==> src/vsme_pkg.sv <==
//------------------------------------------------------------------------------
// vsme_pkg
// Shared types and constants of the vector similarity metric engine.
//------------------------------------------------------------------------------
`default_nettype none

package vsme_pkg;

	localparam int unsigned ACC_W   = 48;
	localparam int unsigned ELEM_W  = 16;
	localparam int unsigned MAGN_W  = 24;
	localparam int unsigned TERM_W  = 34;
	localparam int unsigned QUO_W   = 15;
	localparam int unsigned CNT_W   = 4;

	localparam logic [1:0] METRIC_DOT  = 2'd0;
	localparam logic [1:0] METRIC_COS  = 2'd1;
	localparam logic [1:0] METRIC_DIST = 2'd2;

	localparam logic [ACC_W-1:0]  DENOM_MIN = ACC_W'(5);
	localparam logic [CNT_W-1:0]  DIV_STEPS = CNT_W'(QUO_W);
	localparam logic [ACC_W-1:0]  COS_MAX   = ACC_W'(32767);
	localparam logic [ACC_W-1:0]  COS_MIN   = {{(ACC_W-16){1'b1}}, 16'h8000};

	typedef enum logic [6:0] {
		ST_IN   = 7'b0000001,
		ST_MUL  = 7'b0000010,
		ST_ACC  = 7'b0000100,
		ST_FIN  = 7'b0001000,
		ST_DIV  = 7'b0010000,
		ST_SIGN = 7'b0100000,
		ST_OUT  = 7'b1000000
	} vsme_state_t;

	typedef struct packed {
		logic capture;
		logic mul;
		logic acc;
		logic fin;
		logic div_step;
		logic sign;
		logic out_load;
	} vsme_cmd_t;

	typedef struct packed {
		logic last;
		logic div_needed;
		logic div_done;
		logic out_free;
	} vsme_status_t;

endpackage

`default_nettype wire

==> src/vector_similarity_metric_engine.sv <==
//------------------------------------------------------------------------------
// vector_similarity_metric_engine
// Dot product, cosine similarity or squared distance over Q1.15 vectors.
//------------------------------------------------------------------------------
// channel   dir  fields
// s_*       in   tdata: a_value, b_value, a_magnitude, b_magnitude; tlast; tuser
// m_*       out  tdata: result
// metric_*  in   metric register write
//
// Non-final element: capture, multiply, accumulate.
// Final element adds finish and result load; cosine with a live quotient adds
// divide steps (15 quotient bits from a restoring divider, one per cycle) and sign.
// Result waits in the output register; the next vector's elements are taken
// meanwhile and only the next result load stalls on m_tready.
// Reset clears the accumulator, the metric and the output valid.
//------------------------------------------------------------------------------
`default_nettype none

module vector_similarity_metric_engine
	import vsme_pkg::*;
(
	input  wire logic          clk,
	input  wire logic          arst_n,
	input  wire logic          metric_we,
	input  wire logic [1:0]    metric_wdata,
	input  wire logic          s_tvalid,
	output logic               s_tready,
	input  wire logic [79:0]   s_tdata,   // a_value, b_value, a_magnitude, b_magnitude
	input  wire logic          s_tlast,
	input  wire logic          s_tuser,   // sizes_differ
	output logic               m_tvalid,
	input  wire logic          m_tready,
	output logic [47:0]        m_tdata    // result
);

	logic [1:0]    metric_q;
	vsme_cmd_t     cmd;
	vsme_status_t  status;

	always_ff @(posedge clk or negedge arst_n) begin
		if (!arst_n) begin
			metric_q <= METRIC_DOT;
		end else if (metric_we) begin
			metric_q <= metric_wdata;
		end
	end

	vsme_ctrl u_ctrl (
		.clk      (clk),
		.arst_n   (arst_n),
		.s_tvalid (s_tvalid),
		.s_tready (s_tready),
		.status   (status),
		.cmd      (cmd)
	);

	vsme_dp u_dp (
		.clk      (clk),
		.arst_n   (arst_n),
		.s_tdata  (s_tdata),
		.s_tlast  (s_tlast),
		.s_tuser  (s_tuser),
		.metric_q (metric_q),
		.m_tready (m_tready),
		.m_tvalid (m_tvalid),
		.m_tdata  (m_tdata),
		.cmd      (cmd),
		.status   (status)
	);

endmodule

`default_nettype wire

==> src/vsme_ctrl.sv <==
//------------------------------------------------------------------------------
// vsme_ctrl
// Sequencer: capture, multiply, accumulate, finish, divide, sign, load result.
//------------------------------------------------------------------------------
`default_nettype none

module vsme_ctrl
	import vsme_pkg::*;
(
	input  wire logic         clk,
	input  wire logic         arst_n,
	input  wire logic         s_tvalid,
	output logic              s_tready,
	input  wire vsme_status_t status,
	output vsme_cmd_t         cmd
);

	vsme_state_t state_q, state_d;

	always_ff @(posedge clk or negedge arst_n) begin
		if (!arst_n) begin
			state_q <= ST_IN;
		end else begin
			state_q <= state_d;
		end
	end

	always_comb begin
		state_d  = state_q;
		cmd      = '0;
		s_tready = 1'b0;
		unique case (state_q)
			ST_IN: begin
				s_tready    = 1'b1;
				cmd.capture = s_tvalid;
				if (s_tvalid) state_d = ST_MUL;
			end
			ST_MUL: begin
				cmd.mul = 1'b1;
				state_d = ST_ACC;
			end
			ST_ACC: begin
				cmd.acc = 1'b1;
				state_d = status.last ? ST_FIN : ST_IN;
			end
			ST_FIN: begin
				cmd.fin = 1'b1;
				state_d = status.div_needed ? ST_DIV : ST_OUT;
			end
			ST_DIV: begin
				cmd.div_step = 1'b1;
				if (status.div_done) state_d = ST_SIGN;
			end
			ST_SIGN: begin
				cmd.sign = 1'b1;
				state_d  = ST_OUT;
			end
			ST_OUT: begin
				if (status.out_free) begin
					cmd.out_load = 1'b1;
					state_d      = ST_IN;
				end
			end
			default: begin
				state_d = ST_IN;
			end
		endcase
	end

endmodule

`default_nettype wire

==> src/vsme_dp.sv <==
//------------------------------------------------------------------------------
// vsme_dp
// Datapath: input registers, term multiplier, 48-bit accumulator,
// cosine quotient (one bit per cycle) and output register.
//------------------------------------------------------------------------------
`default_nettype none

module vsme_dp
	import vsme_pkg::*;
(
	input  wire logic              clk,
	input  wire logic              arst_n,
	input  wire logic [79:0]       s_tdata,
	input  wire logic              s_tlast,
	input  wire logic              s_tuser,
	input  wire logic [1:0]        metric_q,
	input  wire logic              m_tready,
	output logic                   m_tvalid,
	output logic [ACC_W-1:0]       m_tdata,
	input  wire vsme_cmd_t         cmd,
	output vsme_status_t           status
);

	logic signed [ELEM_W-1:0]  a_s1, b_s1;
	logic [MAGN_W-1:0]         am_s1, bm_s1;
	logic                      last_s1, sizes_s1;
	logic signed [TERM_W-1:0]  term_q;
	logic [ACC_W-1:0]          prod_q;
	logic [ACC_W-1:0]          acc_q, sum_q, rem_q, res_q;
	logic [QUO_W-1:0]          quo_q;
	logic [CNT_W-1:0]          cnt_q;
	logic                      m_tvalid_q;

	logic signed [ELEM_W:0]    diff, op_a, op_b;
	logic [ACC_W-1:0]          acc_sum, mag;
	logic [ACC_W+1:0]          mag4;
	logic                      neg, is_cos, p_small, sat;
	logic [ACC_W:0]            rem2;
	logic                      ge;

	assign diff = {a_s1[ELEM_W-1], a_s1} - {b_s1[ELEM_W-1], b_s1};
	assign op_a = (metric_q == METRIC_DIST) ? diff : {a_s1[ELEM_W-1], a_s1};
	assign op_b = (metric_q == METRIC_DIST) ? diff : {b_s1[ELEM_W-1], b_s1};

	assign acc_sum = acc_q + {{(ACC_W-TERM_W){term_q[TERM_W-1]}}, term_q};

	assign neg     = sum_q[ACC_W-1];
	assign mag     = neg ? (~sum_q + ACC_W'(1)) : sum_q;
	assign mag4    = {mag, 2'b00};
	assign is_cos  = (metric_q == METRIC_COS);
	assign p_small = (prod_q < DENOM_MIN);
	assign sat     = (mag4 >= {2'b00, prod_q});

	assign rem2 = {rem_q, 1'b0};
	assign ge   = (rem2 >= {1'b0, prod_q});

	assign status.last       = last_s1;
	assign status.div_needed = is_cos && !sizes_s1 && !p_small && !sat;
	assign status.div_done   = (cnt_q == CNT_W'(1));
	assign status.out_free   = !m_tvalid_q || m_tready;

	always_ff @(posedge clk) begin
		if (cmd.capture) begin
			a_s1     <= s_tdata[15:0];
			b_s1     <= s_tdata[31:16];
			am_s1    <= s_tdata[55:32];
			bm_s1    <= s_tdata[79:56];
			last_s1  <= s_tlast;
			sizes_s1 <= s_tuser;
		end
		if (cmd.mul) begin
			term_q <= TERM_W'(op_a * op_b);
			prod_q <= am_s1 * bm_s1;
		end
		if (cmd.acc && last_s1) begin
			sum_q <= acc_sum;
		end
		if (cmd.fin) begin
			priority if (!is_cos) begin
				res_q <= sum_q;
			end else if (sizes_s1 || p_small) begin
				res_q <= '0;
			end else if (sat) begin
				res_q <= neg ? COS_MIN : COS_MAX;
			end else begin
				res_q <= sum_q;
			end
			rem_q <= mag4[ACC_W-1:0];
			quo_q <= '0;
			cnt_q <= DIV_STEPS;
		end
		if (cmd.div_step) begin
			rem_q <= ge ? ACC_W'(rem2 - {1'b0, prod_q}) : rem2[ACC_W-1:0];
			quo_q <= {quo_q[QUO_W-2:0], ge};
			cnt_q <= cnt_q - CNT_W'(1);
		end
		if (cmd.sign) begin
			res_q <= neg ? (~{{(ACC_W-QUO_W){1'b0}}, quo_q} + ACC_W'(1))
			             : {{(ACC_W-QUO_W){1'b0}}, quo_q};
		end
		if (cmd.out_load) begin
			m_tdata <= res_q;
		end
	end

	always_ff @(posedge clk or negedge arst_n) begin
		if (!arst_n) begin
			acc_q      <= '0;
			m_tvalid_q <= 1'b0;
		end else begin
			if (cmd.acc) begin
				acc_q <= last_s1 ? '0 : acc_sum;
			end
			if (cmd.out_load) begin
				m_tvalid_q <= 1'b1;
			end else if (m_tready) begin
				m_tvalid_q <= 1'b0;
			end
		end
	end

	assign m_tvalid = m_tvalid_q;

endmodule

`default_nettype wire

==> config.mk <==
export PLATFORM = sky130hd
export DESIGN_NAME = vector_similarity_metric_engine
export DESIGN_NICKNAME = d
export VERILOG_FILES = /design/src/vsme_pkg.sv /design/src/vector_similarity_metric_engine.sv /design/src/vsme_ctrl.sv /design/src/vsme_dp.sv
export SDC_FILE = /design/constraint.sdc
export NUM_CORES = 2
export LEC_CHECK = 0
export ABC_AREA = 1
export BUFFER_PORTS_ARGS = -buffer_cell sky130_fd_sc_hd__buf_4
export CAP_MARGIN = 20
export CORE_AREA = 2 2 357 359
export CTS_CLUSTER_SIZE = 14
export DETAILED_ROUTE_END_ITERATION = 8
export DIE_AREA = 0 0 359 361
export PLACE_DENSITY = 0.59
export SYNTH_ARGS = -nofsm -noshare
export SYNTH_HDL_FRONTEND = slang
export SYNTH_SLANG_ARGS = --single-unit
==> constraint.sdc <==
create_clock -name clk -period 10.5 [get_ports clk]
set_input_delay 2.1 -clock clk [delete_from_list [all_inputs] [get_ports clk]]
set_output_delay 2.1 -clock clk [all_outputs]
set_load 0.02 [all_outputs]
Word-level counts from Yosys, hierarchy flattened
Cells that the tools add are included.
{"block": "op_classes", "addsub": 6, "n_mul": 2, "n_lt_le_gt_ge": 3, "eq_ne": 13, "muxes": 35, "bitwise": 2, "n_reduce_logical": 14}
{"op": "$mux W48", "n": 12}
{"op": "$add A48 B1 Y48 const B", "n": 2}
{"op": "$ge A50 B48 Y1", "n": 1}
{"op": "$ge A49 B48 Y1", "n": 1}
{"op": "$pmux W7 S7", "n": 1}
{"op": "$add A48 B48 Y48", "n": 1}
{"op": "$lt A48 B3 Y1 const B", "n": 1}
{"op": "$mul A24 B24 Y48", "n": 1}
{"op": "$not A15 Y48", "n": 1}
{"op": "$not A48 Y48", "n": 1}
{"op": "$sub A48 B48 Y48", "n": 1}
{"op": "$mul A17 B17 Y34", "n": 1}
{"op": "$mux W17", "n": 2}
{"op": "$mux W15", "n": 2}
{"op": "$mux W7", "n": 4}
{"op": "$sub A16 B16 Y17", "n": 1}
{"op": "$mux W4", "n": 3}
{"op": "$mux W1", "n": 11}
{"op": "$eq A7 B1 Y1 const B", "n": 1}
{"op": "$eq A7 B2 Y1 const B", "n": 1}
{"op": "$eq A7 B3 Y1 const B", "n": 1}
{"op": "$eq A7 B4 Y1 const B", "n": 1}
{"op": "$eq A7 B5 Y1 const B", "n": 1}
{"op": "$eq A7 B6 Y1 const B", "n": 1}
{"op": "11 further kinds", "n": 22}
{"block": "totals", "ff_bits": 433, "in_bits": 89, "output_inout_bits": 50, "word_cells": 93}

Longest topological paths before layout
{"block": "logic_depth", "depth_word": 9, "mapped_depth": 42, "mapped_depth_nobuf": 41}

By module
Synthesis repeated with hierarchy kept, for this count alone.
{"block": "unflattened", "cells_unflattened": 6834, "hier_area_um2": 56919.6}
{"mod": "vsme_dp", "instances": 1, "cells_per_inst": 6762, "area_each_um2": 56339.0, "seq_area_each_um2": 12487.0}
{"mod": "vsme_ctrl", "instances": 1, "cells_per_inst": 63, "area_each_um2": 504.2, "seq_area_each_um2": 176.4}
{"mod": "vector_similarity_metric_engine", "instances": 1, "cells_per_inst": 9, "area_each_um2": 76.3, "seq_area_each_um2": 50.0}

Worst setup path after synthesis
Ideal clock, no wire load.
{"block": "synth_timing", "path_kind": "reg-to-reg", "startpoint": "register u_dp.b_s1[0]", "endpoint": "register u_dp.term_q[30], data pin", "arrival_time_ps": 7080, "setup_slack_ps": 3161, "stages_incl_launch_ff": 36, "cell_sequence": "edfxtp_1 ha_1 fa_1 inv_1 nand3_1 nand2_1 inv_1 o21ai_0 a31oi_1 xor2_1 nand2_1 o21ai_0 clkinv_1 clkbuf_1 nand2_1 fa_1 inv_1 fa_1 inv_1 fa_1 inv_1 fa_1 fa_1 inv_1 fa_1 inv_1 ha_1 nand2_1 nor4_1 a21oi_1 o21bai_1 nand2_1 o21ai_0 nand3_1 nand2_1 xor2_1"}
{"block": "synth_via", "elab_chain_cells": 3, "word_cells_on_any_way": 4, "cone_classes": "1 x add/sub; 1 x mul; 2 x mux"}
{"element": "start: declaration", "line_no": "vsme_dp.sv:24", "rtl": "logic signed [ELEM_W-1:0] a_s1, b_s1;"}
{"element": "start signal: assignment", "line_no": "vsme_dp.sv:65", "rtl": "b_s1 <= s_tdata[31:16];"}
{"element": "$sub A16 B16 Y17", "line_no": "vsme_dp.sv:41", "rtl": "assign diff = {a_s1[ELEM_W-1], a_s1} - {b_s1[ELEM_W-1], b_s1};"}
{"element": "$mux W17, on equally long branches", "line_no": "vsme_dp.sv:42, vsme_dp.sv:43"}
{"element": "$mul A17 B17 Y34 (*)", "line_no": "vsme_dp.sv:72", "rtl": "term_q <= TERM_W'(op_a * op_b);"}
{"element": "end signal: assignment", "line_no": "vsme_dp.sv:72"}
{"element": "end: declaration", "line_no": "vsme_dp.sv:27", "rtl": "logic signed [TERM_W-1:0] term_q;"}
Mark *: on every way between the ends. The rest lies on a longest branch, timed or not.
A chain may end at the register's enable or synchronous reset.

Worst setup path in the final report
{"block": "layout_timing", "startpoint": "register u_dp.b_s1[0]", "endpoint": "register u_dp.term_q[33], data pin"}
The elaborated chain is that of the path after synthesis.

==> results.toml <==
[floorplanning]
rows = 130
io_pins = 139
coreArea_um2 = 125400
die_y_um = 361
die_w_um = 359
die_area_um2 = 129600
initial_core_util_pct = 44.96

[grt]
grt.total_usage_pct = 25.50
grt_pass1_wl_mm = 260.5
grt_max_degree = 82
grt_overflow = 0
grt_antenna_before_repair = 0
grt_pass1_vias = 46370

[yosys]
yosysSeqAreaShare_pct = 22.55
async_flop_share_pct = 13.39
ys_warn_count = 0
yosys_most_used_dff = "edfxtp_1"
synth_top_area_cell = "fa_1"
synth-edff-count = 375
syn_area_per_cell_um2 = 8.239
netlist.area_leader.share_pct = 27.73
post_synth_num_cell_types = 56
synthCells = 6843
synth_area_leaders = "fa_1 28%, edfxtp_1 20%, nand2_1 11%"
ys_seq_elements = 433
syn_nets = 8135
synthesis.area_um2 = 56380

[detailed_routing]
viasPerCell = 5.197
wl_per_cell_um = 18.92
drtIter0Drc = 3529
first_pass_iters = 5
drc = 0
wirelength_mm = 163.0
antenna_left = 0
num_vias = 44760

[sta]
whs_ns = 0.4154
setup_viol = 0
rsz0062_at_grt = "false"
fmax_mhz = 122.9
slew_violations = 0
period_needed_ns = 8.135
slew-limit-headroom_pct = 18.38
period_share_pct = 77.48
skew_ns = 0.06804
worst_pin_slew_ns = 1.224
fin_tns_setup_ns = 0
hold_viol = 0

[finish]
nets = 8211
num_antenna_cells = 0
num-fill-cells = 12230
area.growth.synth_to_final_pct = 8.660
final_common_cell = "nand2_1"
final_area_um2 = 61260
drive_gt1_share_pct = 5.199
final_cell_mix = "1,610 x nand2_1, 1,567 x inv_1, 781 x fa_1, 497 x nor2_1, 422 x ha_1"

[clock_tree]
insertion_delay_ns = 0.67
h-tree-depth = 2
cts_setup_buffers = 0
cts-buffers-inserted = 52
cts_sinks = 433
cts.repair.resized = 0
hold_buffers = 0
path_clk_slew_ns = 0.06
clockBufferDepth = 3
tritoncts = "done"
cts-root-buf = "clkbuf_16"

[worst_setup_path]
start_kind = "register"
worstSetupPathType = "reg -> reg"
slowest_stage = "fa_1"
cp_slowest_stage_delay_ns = 0.55
cp.required_ns = 10.89
cp.arrival_ns = 8.53
crit_top_cell = "nand2_1"
critPathTopFamily = "adder cells"
rrSetupSlack_ns = 2.36
endpoint_kind = "register"
critPathMaxFanout = 11
path_buf_inv = 6

[job]
cap_violations = 0

[status]
status = "complete, no violations"

[placement]
io_buffers = 138
dpl_cell_area_um2 = 59300
place_congestion = 1.002
dp_hpwl_mm = 128.3

[hold_path]
hp-class = "reg -> reg"
per-layer routing:
metal | vias to the layer above | global-route usage, % | routed length [um]
li1 | 21150 | - | -
met1 | 21750 | 35.83 | 73070
met2 | 1604 | 40.17 | 72050
met3 | 255 | 4.515 | 12380
met4 | 0 | 7.951 | 5453
met5 | - | 0 | 0
worst paths after layout:
path                                start               end  cells after the start
setup / recovery             u_dp.b_s1[0]   u_dp.term_q[33]                     38
hold / removal             u_dp.res_q[23]  u_dp.m_tdata[23]                      0
setup reg to reg             u_dp.b_s1[0]   u_dp.term_q[33]                     38
hold reg to reg            u_dp.res_q[23]  u_dp.m_tdata[23]                      0
max in group asynchronous          arst_n       metric_q[0]                      1
min in group asynchronous          arst_n    u_dp.acc_q[41]                      1
area by class of cell:
type | count | area [um2] | share of cell area, %
clock buffers | 61 | 1335 | 2.179
clock inverters | 37 | 508.0 | 0.8292
inverters | 1587 | 5957 | 9.724
multi-input cells | 4627 | 36940 | 60.30
flip-flops and latches | 433 | 12710 | 20.75
well taps | 1650 | 2064 | 3.370
repair buffers | 218 | 1742 | 2.843
kinds of logic after synthesis:
group | after synthesis | synth area share [%]
DFF | 433 | 22.55
xor gates and xnor gates | 211 | 3.278
AOI/OAI and AO/OA | 637 | 6.407
and+or+nand+nor | 2576 | 18.66
buffers and inverters | 1783 | 12.01
adders and majority gates | 1203 | 37.10
synthesized netlist by cell type, types with 13 or more instances:
cell type and number:
dfrtp_1 57, o21ai_1 18, o21ai_0 201, inv_1 1568, a31oi_1 38, nor3_1 49, a22o_1 22, or2_2 17
o21bai_1 23, a21oi_1 249, a21o_1 30, edfxtp_1 375, xor2_1 140, clkbuf_1 167, nand3_1 248, nor4_1 31
nor2_1 503, nand2_1 1612, nand4_1 75, xnor2_1 71, ha_1 422, o21a_1 13, fa_1 781
flip-flops by register name, summed over array words and instances, names as in the netlist:
name and flops:
u_dp.sum_q 48, u_dp.quo_q 15, u_dp.acc_q 48, u_dp.term_q 34
u_dp.res_q 48, u_dp.cnt_q 4, u_dp.m_tdata 48, u_dp.last_s1 1
u_ctrl.state_q 7, u_dp.b_s1 16, u_dp.sizes_s1 1, u_dp.m_tvalid 1
u_dp.a_s1 16, u_dp.am_s1 24, u_dp.rem_q 48, u_dp.bm_s1 24
u_dp.prod_q 48, metric_q 2
worst reg2reg max path: cells and delay by family, from the launching register on:
kind / cells / cell delay, ns
fa+ha+maj: 9 / 3.95
simple gates: 19 / 2.33
buf+inv: 6 / 0.72
compound gates: 3 / 0.44
flops: 1 / 0.42
xor+xnor: 1 / 0.06
through the flow:
stage	util, %	instances	worst slack, ns
after floorplan	-	6843	3.161
after global placement	47.25	8508	2.373
after detailed placement	47.28	8510	2.335
after CTS	48.75	8608	2.373
after global routing	48.85	8613	1.655
final	48.85	8613	2.365
Power is left out: the tool's default activity adds up to more than one toggle a clock period on the data nets, which glitch-free logic cannot reach.
